File: src/rtl/swrr_pkg.sv
// Shared widths, opcodes and constants of the smooth weighted round-robin selector.
`default_nettype none
package swrr_pkg;

  localparam int OPCODE_W = 2;
  localparam int NODE_W   = 4;
  localparam int WEIGHT_W = 8;
  localparam int MASK_W   = 16;
  // sum of at most sixteen 8-bit weights
  localparam int TOTAL_W  = 12;

  localparam logic [OPCODE_W-1:0] OP_LOAD   = 2'd0;
  localparam logic [OPCODE_W-1:0] OP_SELECT = 2'd1;
  localparam logic [OPCODE_W-1:0] OP_REPORT = 2'd2;

endpackage
`default_nettype wire

File: src/rtl/swrr_in_if.sv
// Request channel of the smooth weighted round-robin selector.
`default_nettype none
interface swrr_in_if;
  logic                            valid;
  logic                            ready;
  logic [swrr_pkg::OPCODE_W-1:0]   opcode;
  logic [swrr_pkg::NODE_W-1:0]     node;
  logic [swrr_pkg::WEIGHT_W-1:0]   weight;
  logic                            success;
  logic [swrr_pkg::MASK_W-1:0]     eligible_mask;

  modport source (output valid, opcode, node, weight, success, eligible_mask, input ready);
  modport sink   (input valid, opcode, node, weight, success, eligible_mask, output ready);
endinterface
`default_nettype wire

File: src/rtl/swrr_out_if.sv
// Result channel of the smooth weighted round-robin selector.
`default_nettype none
interface swrr_out_if;
  logic                        valid;
  logic                        ready;
  logic [swrr_pkg::NODE_W-1:0] chosen;
  logic                        ok;

  modport source (output valid, chosen, ok, input ready);
  modport sink   (input valid, chosen, ok, output ready);
endinterface
`default_nettype wire

File: src/rtl/smooth_weighted_round_robin_core.sv
// Top level of the smooth weighted round-robin selector: control, table memory and result register.
//
// Each slot's configured weight, effective weight and signed current weight share one word of
// a table RAM; the loaded flags sit in flip-flops and clear at reset. One request is handled at
// a time. A select with any eligible loaded slot walks the first min(NODES,16) slots through the
// RAM's single read port, one slot per cycle, writing each updated current weight back as it
// goes, then writes back the winner in S_FIN. A select with no eligible slot, a load, an unused
// opcode or any other report goes straight to S_PUSH, while a failure report on a loaded slot
// first reads and rewrites the effective weight in S_RPT. The next request is taken once the
// result has moved into the output register, which then holds it until it is taken.
`default_nettype none
module smooth_weighted_round_robin_core #(
  parameter int NODES        = 16,
  parameter int CURRENT_BITS = 24
) (
  input  wire logic   clk,
  input  wire logic   rst_n,
  swrr_in_if.sink     in_req,
  swrr_out_if.source  out_res
);

  localparam int IW    = $clog2(NODES);
  localparam int WALK  = (NODES < 16) ? NODES : 16;
  localparam int MW    = (NODES > swrr_pkg::MASK_W) ? NODES : swrr_pkg::MASK_W;
  localparam int CB    = CURRENT_BITS;
  localparam int WW    = swrr_pkg::WEIGHT_W;
  localparam int DW    = 2 * WW + CB;
  localparam logic [IW-1:0] LAST = IW'(WALK - 1);

  localparam logic [2:0] S_IDLE = 3'd0;
  localparam logic [2:0] S_WALK = 3'd1;
  localparam logic [2:0] S_FIN  = 3'd2;
  localparam logic [2:0] S_RPT  = 3'd3;
  localparam logic [2:0] S_PUSH = 3'd4;

  logic [2:0]              state_r, state_nxt;
  logic [NODES-1:0]        loaded_r, loaded_nxt;
  logic [NODES-1:0]        elig_r, elig_nxt;
  logic [IW-1:0]           idx_r, idx_nxt;
  logic [IW-1:0]           addr_r, addr_nxt;
  logic                    any_r, any_nxt;
  logic signed [CB-1:0]    best_r, best_nxt;
  logic [swrr_pkg::TOTAL_W-1:0] total_r, total_nxt;
  logic [IW-1:0]           win_idx_r, win_idx_nxt;
  logic [WW-1:0]           win_cfg_r, win_cfg_nxt;
  logic [WW-1:0]           win_eff_r, win_eff_nxt;
  logic signed [CB-1:0]    win_cur_r, win_cur_nxt;
  logic [swrr_pkg::NODE_W-1:0] res_chosen_r, res_chosen_nxt;
  logic                    res_ok_r, res_ok_nxt;
  logic                    out_valid_r, out_valid_nxt;
  logic [swrr_pkg::NODE_W-1:0] out_chosen_r;
  logic                    out_ok_r;

  logic                    ram_we;
  logic [IW-1:0]           ram_waddr, ram_raddr;
  logic [DW-1:0]           ram_wdata, ram_rdata;

  logic                    in_acc;
  logic                    out_free;
  logic [IW-1:0]           in_addr;
  logic                    in_range;
  logic [MW-1:0]           mask_ext;
  logic [WW-1:0]           rd_cfg, rd_eff, eff_dec;
  logic signed [CB-1:0]    rd_cur, cur_add, cur_sub;
  logic [CB:0]             sum_w, diff_w;

  swrr_ram #(.WIDTH(DW), .DEPTH(NODES)) u_table (
    .clk   (clk),
    .we    (ram_we),
    .waddr (ram_waddr),
    .wdata (ram_wdata),
    .raddr (ram_raddr),
    .rdata (ram_rdata)
  );

  assign in_req.ready   = (state_r == S_IDLE);
  assign in_acc         = in_req.valid && in_req.ready;
  assign out_free       = !out_valid_r || out_res.ready;
  assign out_res.valid  = out_valid_r;
  assign out_res.chosen = out_chosen_r;
  assign out_res.ok     = out_ok_r;

  assign in_addr  = IW'(in_req.node);
  assign in_range = int'(in_req.node) < NODES;
  assign mask_ext = MW'(in_req.eligible_mask);

  assign rd_cfg = ram_rdata[DW-1 -: WW];
  assign rd_eff = ram_rdata[CB +: WW];
  assign rd_cur = ram_rdata[CB-1:0];

  // saturating add of effective weight, saturating subtract of the walked total
  assign sum_w  = {rd_cur[CB-1], rd_cur} + (CB+1)'(rd_eff);
  assign diff_w = {win_cur_r[CB-1], win_cur_r} - (CB+1)'(total_r);
  assign cur_add = (sum_w[CB] != sum_w[CB-1]) ? {1'b0, {(CB-1){1'b1}}} : sum_w[CB-1:0];
  assign cur_sub = (diff_w[CB] != diff_w[CB-1]) ? {1'b1, {(CB-1){1'b0}}} : diff_w[CB-1:0];
  assign eff_dec = (rd_eff > WW'(2)) ? rd_eff - WW'(1) : WW'(1);

  always_comb begin
    ram_raddr = addr_r;
    if (state_r == S_WALK) begin
      ram_raddr = idx_r + IW'(1);
    end else if (in_req.opcode == swrr_pkg::OP_SELECT) begin
      ram_raddr = '0;
    end else begin
      ram_raddr = in_addr;
    end
  end

  always_comb begin
    state_nxt      = state_r;
    loaded_nxt     = loaded_r;
    elig_nxt       = elig_r;
    idx_nxt        = idx_r;
    addr_nxt       = addr_r;
    any_nxt        = any_r;
    best_nxt       = best_r;
    total_nxt      = total_r;
    win_idx_nxt    = win_idx_r;
    win_cfg_nxt    = win_cfg_r;
    win_eff_nxt    = win_eff_r;
    win_cur_nxt    = win_cur_r;
    res_chosen_nxt = res_chosen_r;
    res_ok_nxt     = res_ok_r;
    out_valid_nxt  = out_valid_r && !out_res.ready;
    ram_we         = 1'b0;
    ram_waddr      = in_addr;
    ram_wdata      = {in_req.weight, in_req.weight, {CB{1'b0}}};

    case (state_r)
      S_IDLE: begin
        if (in_acc) begin
          res_chosen_nxt = '0;
          res_ok_nxt     = 1'b0;
          state_nxt      = S_PUSH;
          case (in_req.opcode)
            swrr_pkg::OP_LOAD: begin
              res_ok_nxt = 1'b1;
              if (in_range) begin
                ram_we              = 1'b1;
                loaded_nxt[in_addr] = 1'b1;
              end
            end
            swrr_pkg::OP_SELECT: begin
              elig_nxt = loaded_r & mask_ext[NODES-1:0];
              if (|elig_nxt) begin
                idx_nxt   = '0;
                any_nxt   = 1'b0;
                best_nxt  = '1;
                total_nxt = '0;
                state_nxt = S_WALK;
              end
            end
            swrr_pkg::OP_REPORT: begin
              if (in_range && loaded_r[in_addr]) begin
                res_ok_nxt = 1'b1;
                addr_nxt   = in_addr;
                if (!in_req.success) begin
                  state_nxt = S_RPT;
                end
              end
            end
            default: begin
            end
          endcase
        end
      end
      S_WALK: begin
        if (elig_r[idx_r]) begin
          ram_we    = 1'b1;
          ram_waddr = idx_r;
          ram_wdata = {rd_cfg, rd_eff, cur_add};
          total_nxt = total_r + swrr_pkg::TOTAL_W'(rd_cfg);
          any_nxt   = 1'b1;
          if (!any_r || (cur_add > best_r)) begin
            win_idx_nxt = idx_r;
            win_cfg_nxt = rd_cfg;
            win_eff_nxt = rd_eff;
            win_cur_nxt = cur_add;
          end
          if (cur_add > best_r) begin
            best_nxt = cur_add;
          end
        end
        idx_nxt = idx_r + IW'(1);
        if (idx_r == LAST) begin
          state_nxt = S_FIN;
        end
      end
      S_FIN: begin
        ram_we         = 1'b1;
        ram_waddr      = win_idx_r;
        ram_wdata      = {win_cfg_r, win_eff_r, cur_sub};
        res_chosen_nxt = swrr_pkg::NODE_W'(win_idx_r);
        res_ok_nxt     = 1'b1;
        state_nxt      = S_PUSH;
      end
      S_RPT: begin
        ram_we    = 1'b1;
        ram_waddr = addr_r;
        ram_wdata = {rd_cfg, eff_dec, rd_cur};
        state_nxt = S_PUSH;
      end
      S_PUSH: begin
        if (out_free) begin
          out_valid_nxt = 1'b1;
          state_nxt     = S_IDLE;
        end
      end
      default: begin
        state_nxt = S_IDLE;
      end
    endcase
  end

  always_ff @(posedge clk) begin
    if (!rst_n) begin
      state_r     <= S_IDLE;
      loaded_r    <= '0;
      out_valid_r <= 1'b0;
    end else begin
      state_r     <= state_nxt;
      loaded_r    <= loaded_nxt;
      out_valid_r <= out_valid_nxt;
    end
  end

  always_ff @(posedge clk) begin
    elig_r       <= elig_nxt;
    idx_r        <= idx_nxt;
    addr_r       <= addr_nxt;
    any_r        <= any_nxt;
    best_r       <= best_nxt;
    total_r      <= total_nxt;
    win_idx_r    <= win_idx_nxt;
    win_cfg_r    <= win_cfg_nxt;
    win_eff_r    <= win_eff_nxt;
    win_cur_r    <= win_cur_nxt;
    res_chosen_r <= res_chosen_nxt;
    res_ok_r     <= res_ok_nxt;
    if ((state_r == S_PUSH) && out_free) begin
      out_chosen_r <= res_chosen_r;
      out_ok_r     <= res_ok_r;
    end
  end

`ifndef SYNTHESIS
  a_fail_no_chosen: assert property (@(posedge clk) disable iff (!rst_n)
    out_res.valid && !out_res.ok |-> out_res.chosen == '0)
    else $error("failed request reports a nonzero slot");

  a_fin_has_winner: assert property (@(posedge clk) disable iff (!rst_n)
    state_r == S_FIN |-> any_r)
    else $error("winner write-back without any walked slot");

  a_one_at_a_time: assert property (@(posedge clk) disable iff (!rst_n)
    in_acc |=> !in_req.ready)
    else $error("second request accepted while one is in flight");

  a_load_marks: assert property (@(posedge clk) disable iff (!rst_n)
    in_acc && in_req.opcode == swrr_pkg::OP_LOAD && in_range |=> loaded_r[$past(in_addr)])
    else $error("loaded slot not flagged");
`endif

endmodule
`default_nettype wire

File: src/rtl/swrr_ram.sv
// Generic single-port-write, single-port-read RAM with registered read data.
`default_nettype none
module swrr_ram #(
  parameter int WIDTH = 40,
  parameter int DEPTH = 16
) (
  input  wire logic                     clk,
  input  wire logic                     we,
  input  wire logic [$clog2(DEPTH)-1:0] waddr,
  input  wire logic [WIDTH-1:0]         wdata,
  input  wire logic [$clog2(DEPTH)-1:0] raddr,
  output logic      [WIDTH-1:0]         rdata
);

  logic [WIDTH-1:0] mem [DEPTH];

  always_ff @(posedge clk) begin
    if (we) begin
      mem[waddr] <= wdata;
    end
    rdata <= mem[raddr];
  end

endmodule
`default_nettype wire

File: src/flat_wrapper.sv
// flat-port wrapper written by rule: the top's interface ports become plain ports
module smooth_weighted_round_robin_core_flat 
#(
  parameter int NODES        = 16,
  parameter int CURRENT_BITS = 24
)
  (clk, rst_n, in_req_valid, in_req_opcode, in_req_node, in_req_weight, in_req_success, in_req_eligible_mask, in_req_ready, out_res_valid, out_res_chosen, out_res_ok, out_res_ready);
  swrr_in_if in_req_i ();
  swrr_out_if out_res_i ();
  input  wire logic clk;
  input  wire logic rst_n;
  input wire logic [$bits(in_req_i.valid)-1:0] in_req_valid;
  input wire logic [$bits(in_req_i.opcode)-1:0] in_req_opcode;
  input wire logic [$bits(in_req_i.node)-1:0] in_req_node;
  input wire logic [$bits(in_req_i.weight)-1:0] in_req_weight;
  input wire logic [$bits(in_req_i.success)-1:0] in_req_success;
  input wire logic [$bits(in_req_i.eligible_mask)-1:0] in_req_eligible_mask;
  output wire logic [$bits(in_req_i.ready)-1:0] in_req_ready;
  output wire logic [$bits(out_res_i.valid)-1:0] out_res_valid;
  output wire logic [$bits(out_res_i.chosen)-1:0] out_res_chosen;
  output wire logic [$bits(out_res_i.ok)-1:0] out_res_ok;
  input wire logic [$bits(out_res_i.ready)-1:0] out_res_ready;
  assign in_req_i.valid = in_req_valid;
  assign in_req_i.opcode = in_req_opcode;
  assign in_req_i.node = in_req_node;
  assign in_req_i.weight = in_req_weight;
  assign in_req_i.success = in_req_success;
  assign in_req_i.eligible_mask = in_req_eligible_mask;
  assign in_req_ready = in_req_i.ready;
  assign out_res_valid = out_res_i.valid;
  assign out_res_chosen = out_res_i.chosen;
  assign out_res_ok = out_res_i.ok;
  assign out_res_i.ready = out_res_ready;
  smooth_weighted_round_robin_core #(.NODES(NODES), .CURRENT_BITS(CURRENT_BITS)) u_core (.clk(clk), .rst_n(rst_n), .in_req(in_req_i), .out_res(out_res_i));
endmodule
File: config.mk
export PLATFORM = sky130hd
export DESIGN_NAME = smooth_weighted_round_robin_core_flat
export DESIGN_NICKNAME = d
export VERILOG_FILES = /design/src/rtl/swrr_pkg.sv /design/src/rtl/swrr_in_if.sv /design/src/rtl/swrr_out_if.sv /design/src/rtl/smooth_weighted_round_robin_core.sv /design/src/rtl/swrr_ram.sv /design/src/flat_wrapper.sv
export SDC_FILE = /design/constraint.sdc
export NUM_CORES = 1
export LEC_CHECK = 0
export BUFFER_PORTS_ARGS = -buffer_cell sky130_fd_sc_hd__buf_2
export CAP_MARGIN = 20
export CORE_MARGIN = 2
export CORE_UTILIZATION = 40
export DETAILED_ROUTE_END_ITERATION = 10
export GPL_TIMING_DRIVEN = 0
export HOLD_SLACK_MARGIN = 0.12
export PLACE_DENSITY = 0.64
export SLEW_MARGIN = 20
export SYNTH_ARGS = -nofsm -noshare
export SYNTH_HDL_FRONTEND = slang
export SYNTH_HIERARCHICAL = 1
export SYNTH_SLANG_ARGS = --single-unit
File: constraint.sdc
create_clock -name clk -period 7.2 [get_ports clk]
set_input_delay 0.36 -clock clk [delete_from_list [all_inputs] [get_ports clk]]
set_output_delay 0.36 -clock clk [all_outputs]
set_load 0.02 [all_outputs]
==> flow_summary.rst, run 1 <==
.. list-table::
   :header-rows: 1

   * - Metric
     - Value
   * - Outcome
     - completed
   * - Max Clock Freq
     - 149 MHz
   * - Core area
     - 85000 um^2
   * - Number of cells on the worst hold path
     - 3
   * - R2R Setup Slk
     - 0.51 ns
   * - Via Count
     - 19400
   * - Combinational family with the most area after synthesis
     - multiplexers
   * - Number of standard cells after synthesis
     - 1984
   * - Antenna fix cells
     - 0
   * - Proportion of register bits with asynchronous set or reset after synthesis
     - 0%
   * - Worst R2R Start
     - u_core/u_table/rdata[24]
   * - Clock-pin slew reported for the worst setup and hold paths after clock tree synthesis
     - 0.06 ns
   * - Critical R2R Capture
     - u_core/best_r[2]
   * - Fin Setup TNS
     - 0 ns
   * - Power Total
     - 10.4 mW
   * - Critical path data required time
     - 7.55 ns
   * - Synthesized area per cell
     - 17.3 um^2
   * - Net count of the mapped netlist
     - 2082
   * - TritonCTS clock tree
     - yes
   * - Worst min-delay path endpoint
     - u_core/state_r[1]
   * - Multiplexer area fraction after synthesis
     - 12.0%
   * - Hold Startpoint
     - rst_n
   * - Crit path setup slack, layout
     - 0.505 ns
   * - Synthesized-area fraction occupied by and/or/nand/nor cells
     - 5.90%
   * - Fraction of layout instances using a drive strength above 1
     - 18.8%
   * - Biggest area consumer among synthesized cells
     - edfxtp_1
   * - Adder-cell area share of the yosys netlist
     - 2.37%
   * - Setup Fix Bufs, Post-CTS
     - 0
   * - Number of flops mapped to enable cells by yosys
     - 755
   * - CP Capture Type
     - flip-flop
   * - Cells taking the most area after synthesis
     - edfxtp_1 66%, mux4_2 6.8%, mux4_1 4.8%
   * - Relative max-transition margin
     - 24.3%
   * - Design area
     - 39900 um^2
   * - Number of buffers added by the clock tree synthesis step
     - 85
   * - Final min period
     - 6.69 ns
   * - Compound-Gate Fraction of Synth Area
     - 6.40%
   * - Post-cts resize count
     - 0
   * - Global-route wire length before repair
     - 127000 um
   * - Deepest clock path buffer count
     - 3
   * - I/O pin cnt
     - 42
   * - IO buf count
     - 41
   * - Root Buffer
     - clkbuf_16
   * - Number of remaining DRC errors
     - 0
   * - Highest fanout seen on the critical path
     - 15
   * - Warning count from the yosys run
     - 6
   * - Die ar.
     - 88000 um^2
   * - Unrepaired setup endpoints after global routing
     - false
   * - Post-synthesis instance area
     - 34200 um^2
   * - DR WL/cell
     - 25.2 um
   * - Floorplan row count
     - 107
   * - Max rail drop VDD
     - 0.000185 V
   * - Number of nets with antenna violations after detailed routing
     - 0
   * - Final clock skew
     - 0.0314 ns
   * - Half-perimeter wire length after placement
     - 58900 um
   * - Vias per cell
     - 5.70
   * - Number of antenna violations at the first check in global routing
     - 1
   * - CP Class
     - flip-flop to flip-flop
   * - Final worst path period share
     - 93.0%
   * - Post-CTS Hold Fix Bufs
     - 22
   * - Hold WC Path Type
     - primary input to flip-flop
   * - Drt first-iter violations
     - 1664
   * - Insertion delay of the later-clocked pin in the worst-skew pair
     - 0.66 ns
   * - Setup violation total in the final timing report
     - 0
   * - Share of the synthesized area in the top cell type
     - 66.2%
   * - Maximum number of pins on one net before global-route repair
     - 23
   * - Floorplan die width
     - 297 um
   * - Ranking of synthesized cells by instance count
     - 755 x edfxtp_1, 139 x nand2_1, 104 x mux4_2
   * - H-tree depth
     - 3
   * - First-pass iteration count of the detailed router
     - 7
   * - Layout Nets
     - 2291
   * - Post-Route WL
     - 85900 um
   * - Instance area at placement
     - 36800 um^2
   * - Vias in the first global route
     - 19700
   * - Data arrival time at the worst-slack endpoint
     - 7.04 ns
   * - Most used flip-flop cell after synthesis
     - edfxtp_1
   * - Initial Utilization
     - 40.3%
   * - Number of clock sinks
     - 815
   * - Share of synthesized area occupied by flip-flops and latches
     - 69.7%
   * - Floorplan die height
     - 297 um
   * - Endpoints failing hold
     - 0
   * - Seq cells post-synth
     - 815
   * - Actual slew at the worst max-slew pin
     - 1.14 ns
   * - Cell variety after synth
     - 85
   * - Max Cap Violations
     - 0
   * - Global routing usage summed across all routing layers
     - 19.7%
   * - Relative area change from synthesis to final layout
     - 16.6%
   * - Grt ovf
     - 0
   * - Logic depth of the worst register-to-register path
     - 20
   * - Launching element type of the critical path
     - flip-flop
   * - Pwr dens
     - 261 nW/um^2
   * - Slew Limit Fails
     - 0
   * - Minimum setup slack after placement
     - 0.670 ns
   * - Static leakage
     - 14.2 nW
   * - Routability congestion estimate
     - 0.897
   * - Post-synthesis xor/xnor area fraction
     - 0.998%
   * - Cell with the most instances after synthesis
     - edfxtp_1
state kept, by name, summed over array words and instances (netlist names), 3 cells and up:
signal,cells
u_core/u_table/rdata,40
u_core/best_r,24
u_core/u_table/mem,640
u_core/total_r,12
u_core/loaded_r,16
u_core/elig_r,16
u_core/idx_r,4
u_core/state_r,3
u_core/win_cfg_r,8
u_core/win_cur_r,24
u_core/addr_r,4
u_core/out_res.chosen,4
u_core/win_eff_r,8
u_core/res_chosen_r,4
u_core/win_idx_r,4
power by group:
part | switching [mW] | leakage (nW) | total (mW) | internal, mW
clock | 1.84 | 1.36 | 4.34 | 2.50
combinational | 0.509 | 5.03 | 0.817 | 0.308
sequential | 0.0611 | 7.83 | 5.26 | 5.20
total | 2.41 | 14.2 | 10.4 | 8.01
metal layers:
layer | wire length [um] | share of wire (%) | vias to the layer above | global-route usage (%)
met2 | 41300 | 48 | 710 | 32.3
li1 | - | - | 8426 | -
met3 | 5080 | 5.9 | 166 | 2.91
met4 | 3070 | 3.6 | 0 | 7.99
met5 | 0 | 0 | - | 0
met1 | 36400 | 42 | 10100 | 26.4
cell type report:
type                    count  area, um^2
plain buffers              93         622
clock buffers             114        2320
clock inverters            41         469
fillers                  7077       45100
inverters                  74         278
multi-input cells        1002        9660
flip-flops and latches    815       23900
well taps                1144        1430
repair buffers            122        1270
through the flow:
stage	util, %	hold slack (ns)	instances
floorplan	-	0.400	1984
global placement	42.2	0.413	3169
CTS	46.9	0.127	3402
detailed placement	43.3	0.412	3225
finish	47.0	0.158	3405
global route	47.0	0.169	3405
critical path, stage by stage (launching register included):
cell and delay, ns:
dfxtp_1 0.52, ha_1 0.31, fa_1 0.27, a21o_1 0.16, nand4_1 0.12, a311o_1 0.39
buf_2 0.22, o21a_1 0.19, ha_1 0.49, clkbuf_1 0.61, buf_1 0.47, nor2_1 0.19
inv_1 0.13, ha_1 0.15, nand4_1 0.20, or4_1 0.64, a21oi_1 0.16, a211o_1 0.14
o21ai_0 0.24, a21boi_4 0.52, buf_16 0.23
worst max path at each step:
stage                        startpoint                       end  slack, ns  cells after the start
2_1_floorplan  u_core/u_table/rdata[24]       u_core/win_cfg_r[0]       0.63                     19
3_3_place_gp            u_core/idx_r[0]  u_core/u_table/mem[4][4]      -2.83                     10
3_5_place_dp   u_core/u_table/rdata[24]          u_core/best_r[2]       0.67                     20
4_1_cts        u_core/u_table/rdata[24]          u_core/best_r[2]       0.61                     20
5_1_grt        u_core/u_table/rdata[26]          u_core/best_r[2]       0.20                     19
6_report       u_core/u_table/rdata[24]          u_core/best_r[2]       0.51                     20
cells in the final DEF, fill, tap and decap left out, drive strengths merged, types with 23 or more instances in the layout:
cell type	instances
ha	60
inv	77
clkinv	32
a22oi	92
nor3	28
and2	23
nand2	141
buf	143
mux4	166
nand3	23
dfxtp	60
clkbuf	163
edfxtp	755
o21ai	47
nor2	86
a21oi	48
kinds of logic after synthesis:
kind of cell / after synthesis
compound gates: 307
simple gates: 414
mux: 179
xor+xnor: 39
fa+ha+maj: 63
buf+inv: 167
flops: 815
Note: power is estimated with default switching activity, not from simulation.
==> run 2, diff against run 1 <==
--- a/config.mk
+++ b/config.mk
@@ -13,6 +13,7 @@
 export GPL_TIMING_DRIVEN = 0
 export HOLD_SLACK_MARGIN = 0.12
 export PLACE_DENSITY = 0.64
+export SKIP_LAST_GASP = 1
 export SLEW_MARGIN = 20
 export SYNTH_ARGS = -nofsm -noshare
 export SYNTH_HDL_FRONTEND = slang
==> constraint.sdc (replaced) <==
create_clock -name clk -period 6.65 [get_ports clk]
set_input_delay 0.3325 -clock clk [delete_from_list [all_inputs] [get_ports clk]]
set_output_delay 0.3325 -clock clk [all_outputs]
set_load 0.02 [all_outputs]
==> flow_summary.rst, run 2 (same netlist as run 1, synthesis figures left out) <==
.. list-table::
   :header-rows: 1

   * - Metric
     - Value
   * - Floorplan die height
     - 297 um (unchanged)
   * - Data arrival time at the worst-slack endpoint
     - 6.76 ns (-0.28 ns)
   * - Half-perimeter wire length after placement
     - 58900 um (unchanged)
   * - Combined area of the multi-input logic cells
     - 9660 um^2 (unchanged)
   * - Max rail drop VDD
     - 0.000200 V (+8.4%)
   * - Highest fanout seen on the critical path
     - 18 (+3)
   * - IO buf count
     - 41 (unchanged)
   * - Core area
     - 85000 um^2 (unchanged)
   * - Design area
     - 40000 um^2 (+0.10%)
   * - Vias in the first global route
     - 19700 (+0.030%)
   * - Launching element type of the critical path
     - flip-flop
   * - Final min period
     - 6.37 ns (-0.323 ns)
   * - Via Count
     - 19400 (-0.32%)
   * - Most common cell after layout, fill and taps aside
     - edfxtp_1
   * - Fraction of layout instances using a drive strength above 1
     - 18.9% (+0.18 points)
   * - Logic depth of the worst register-to-register path
     - 20 (unchanged)
   * - Relative area change from synthesis to final layout
     - 16.7%
   * - H-tree depth
     - 3 (unchanged)
   * - DP Cell Count
     - 3225 (unchanged)
   * - Number of nets with antenna violations after detailed routing
     - 0 (unchanged)
   * - Storage element area
     - 23900 um^2 (unchanged)
   * - Slew Limit Fails
     - 0 (unchanged)
   * - Worst min-delay path endpoint
     - u_core/state_r[2]
   * - Largest reg by FF count
     - u_core/u_table/mem
   * - Maximum number of pins on one net before global-route repair
     - 23 (unchanged)
   * - Number of antenna violations at the first check in global routing
     - 1 (unchanged)
   * - Max Cap Violations
     - 0 (unchanged)
   * - Minimum setup slack after placement
     - 0.120 ns (-0.550 ns)
   * - Worst R2R Start
     - u_core/u_table/rdata[24]
   * - Pwr dens
     - 282 nW/um^2 (+8.2%)
   * - Gate family responsible for the most delay along the worst path
     - simple AND/OR/NAND/NOR gates
   * - Number of remaining DRC errors
     - 0 (unchanged)
   * - Unrepaired setup endpoints after global routing
     - false
   * - Final clock skew
     - 0.0322 ns (+0.000737 ns)
   * - Final Non-Filler Cells
     - 3410 (+0.15%)
   * - CP Capture Type
     - flip-flop
   * - Hold Startpoint
     - in_req_valid
   * - Global-route wire length before repair
     - 127000 um (about the same)
   * - Largest stage delay, worst path
     - 0.63 ns (about the same)
   * - Max Clock Freq
     - 157 MHz (+5.1%)
   * - Root Buffer
     - clkbuf_16
   * - Start point of the critical path
     - u_core/u_table/rdata[24]
   * - First-pass iteration count of the detailed router
     - 8 (+1)
   * - Deepest clock path buffer count
     - 3 (unchanged)
   * - I/O pin cnt
     - 42 (unchanged)
   * - Critical path data required time
     - 7.04 ns (-0.51 ns)
   * - Outcome
     - completed
   * - Commonest cells after routing, fill and taps aside
     - 755 x edfxtp_1, 139 x nand2_1, 104 x mux4_2, 91 x a22oi_1, 85 x clkbuf_16
   * - Number of clock sinks
     - 815 (unchanged)
   * - Antenna fix cells
     - 0 (unchanged)
   * - Most used cell, CP
     - ha_1
   * - Insertion delay of the later-clocked pin in the worst-skew pair
     - 0.66 ns (about the same)
   * - Critical R2R Capture
     - u_core/win_cur_r[18]
   * - Global routing usage summed across all routing layers
     - 19.7% (about the same)
   * - Vias per cell
     - 5.68 (-0.47%)
   * - Hold WC Path Type
     - primary input to flip-flop
   * - Clock-pin slew reported for the worst setup and hold paths after clock tree synthesis
     - 0.06 ns (about the same)
   * - Die ar.
     - 88000 um^2 (unchanged)
   * - Number of buffers added by the clock tree synthesis step
     - 85 (unchanged)
   * - Fill cell count
     - 7075 (-0.028%)
   * - Static leakage
     - 14.3 nW (+0.20%)
   * - Initial Utilization
     - 40.3% (unchanged)
   * - DR WL/cell
     - 25.1 um (-0.27%)
   * - Setup violation total in the final timing report
     - 0 (unchanged)
   * - Crit path setup slack, layout
     - 0.279 ns (-0.227 ns)
   * - Relative max-transition margin
     - 23.2% (-1.0 points)
   * - Critical path buffers and inverters
     - 5 (unchanged)
   * - Number of cells on the worst hold path
     - 4 (+1)
   * - Endpoints failing hold
     - 0 (unchanged)
   * - Routability congestion estimate
     - 0.897 (unchanged)
   * - List of cells traversed by the critical path
     - ha_1, fa_1, a21o_1, nand4_1, a311o_1, buf_2, o21a_1, ha_1, clkbuf_2, buf_1, nor2_1, inv_1, ha_1, nand4_1, or4_1, nor4_1, a21oi_1, o21ai_0, a21oi_4, buf_16
   * - Floorplan die width
     - 297 um (unchanged)
   * - Largest regs
     - u_core/u_table/mem (640), u_core/u_table/rdata (40)
   * - CP Class
     - flip-flop to flip-flop
   * - Layout Nets
     - 2296 (+0.22%)
   * - Slowest-stage cell, CP
     - or4_1
   * - Final worst path period share
     - 95.8% (+2.8 points)
   * - Hold slack
     - 0.173 ns (+0.0146 ns)
   * - Number of flip-flops under the largest register name
     - 640 (unchanged)
   * - Grt ovf
     - 0 (unchanged)
   * - TritonCTS clock tree
     - yes
   * - R2R Setup Slk
     - 0.28 ns (-0.23 ns)
   * - Instance area at placement
     - 36800 um^2 (unchanged)
   * - Post-Route WL
     - 85800 um (-0.12%)
   * - Drt first-iter violations
     - 1719 (+3.3%)
   * - Actual slew at the worst max-slew pin
     - 1.15 ns (+0.0156 ns)
   * - Floorplan row count
     - 107 (unchanged)
[run 2: changes by cell type in the layout (fill, tap and decap cells not counted)]
cell,change
clkbuf_1,-1
dlygate4sd3_1,+1
clkbuf_2,+1
buf_4,+4
[run 2: where the power goes]
part | total, mW | internal [mW] | switching [mW]
logic | 0.886 | 0.335 | 0.551
registers | 5.70 | 5.63 | 0.0669
clock network | 4.69 | 2.71 | 1.99
total | 11.3 | 8.67 | 2.60
[run 2: tightest hold or removal path: stages]
cell and delay (ns):
buf_2 0.12, a2bb2oi_1 0.07, o21ai_0 0.12, and3_1 0.15
[run 2: layer usage]
layer / vias to the layer above / wire [um] / part of all wire [%] / track usage [%]
met4: 0 / 3150 / 3.7 / 7.99
met1: 10100 / 36600 / 43 / 26.4
met5: - / 0 / 0 / 0
li1: 8431 / - / - / -
met3: 168 / 4860 / 5.7 / 2.91
met2: 678 / 41200 / 48 / 32.3
[run 2: worst max path at each step]
| stage | end | slack (ns) | cells after the start |
|---|---|---|---|
| floorplan | u_core/win_cfg_r[0] | 0.08 | 19 |
| global placement | u_core/u_table/mem[4][4] | -3.38 | 10 |
| detailed placement | u_core/best_r[2] | 0.12 | 20 |
| CTS | u_core/best_r[2] | 0.06 | 20 |
| global route | u_core/win_cur_r[18] | 0.03 | 19 |
| finish | u_core/win_cur_r[18] | 0.28 | 20 |
[run 2: cell type report]
class,instances,share of cell area [%]
tap,1144,3.58
multi-input combinational,1002,24.2
buffer,93,1.56
sequential,815,59.7
clock buffer,114,5.79
clock inverter,41,1.17
inverter,74,0.695
timing repair buffer,127,3.29
[run 2: per-stage QoR]
stage | total power [mW] | TNS, ns | util (%)
2_1_floorplan | 6.36 | 0 | -
3_3_place_gp | 6.64 | -826.99 | 42.2
3_5_place_dp | 6.66 | 0 | 43.3
4_1_cts | 11.4 | 0 | 46.9
5_1_grt | 11.6 | 0 | 47.0
6_report | 11.3 | 0 | 47.0
[run 2: repair_timing]
action	CTS	global route
endpoints found under the hold margin	24	0
gates resized for setup	0	2
setup endpoints to repair	0	68
buffers inserted	0	4
hold buffers	23	0
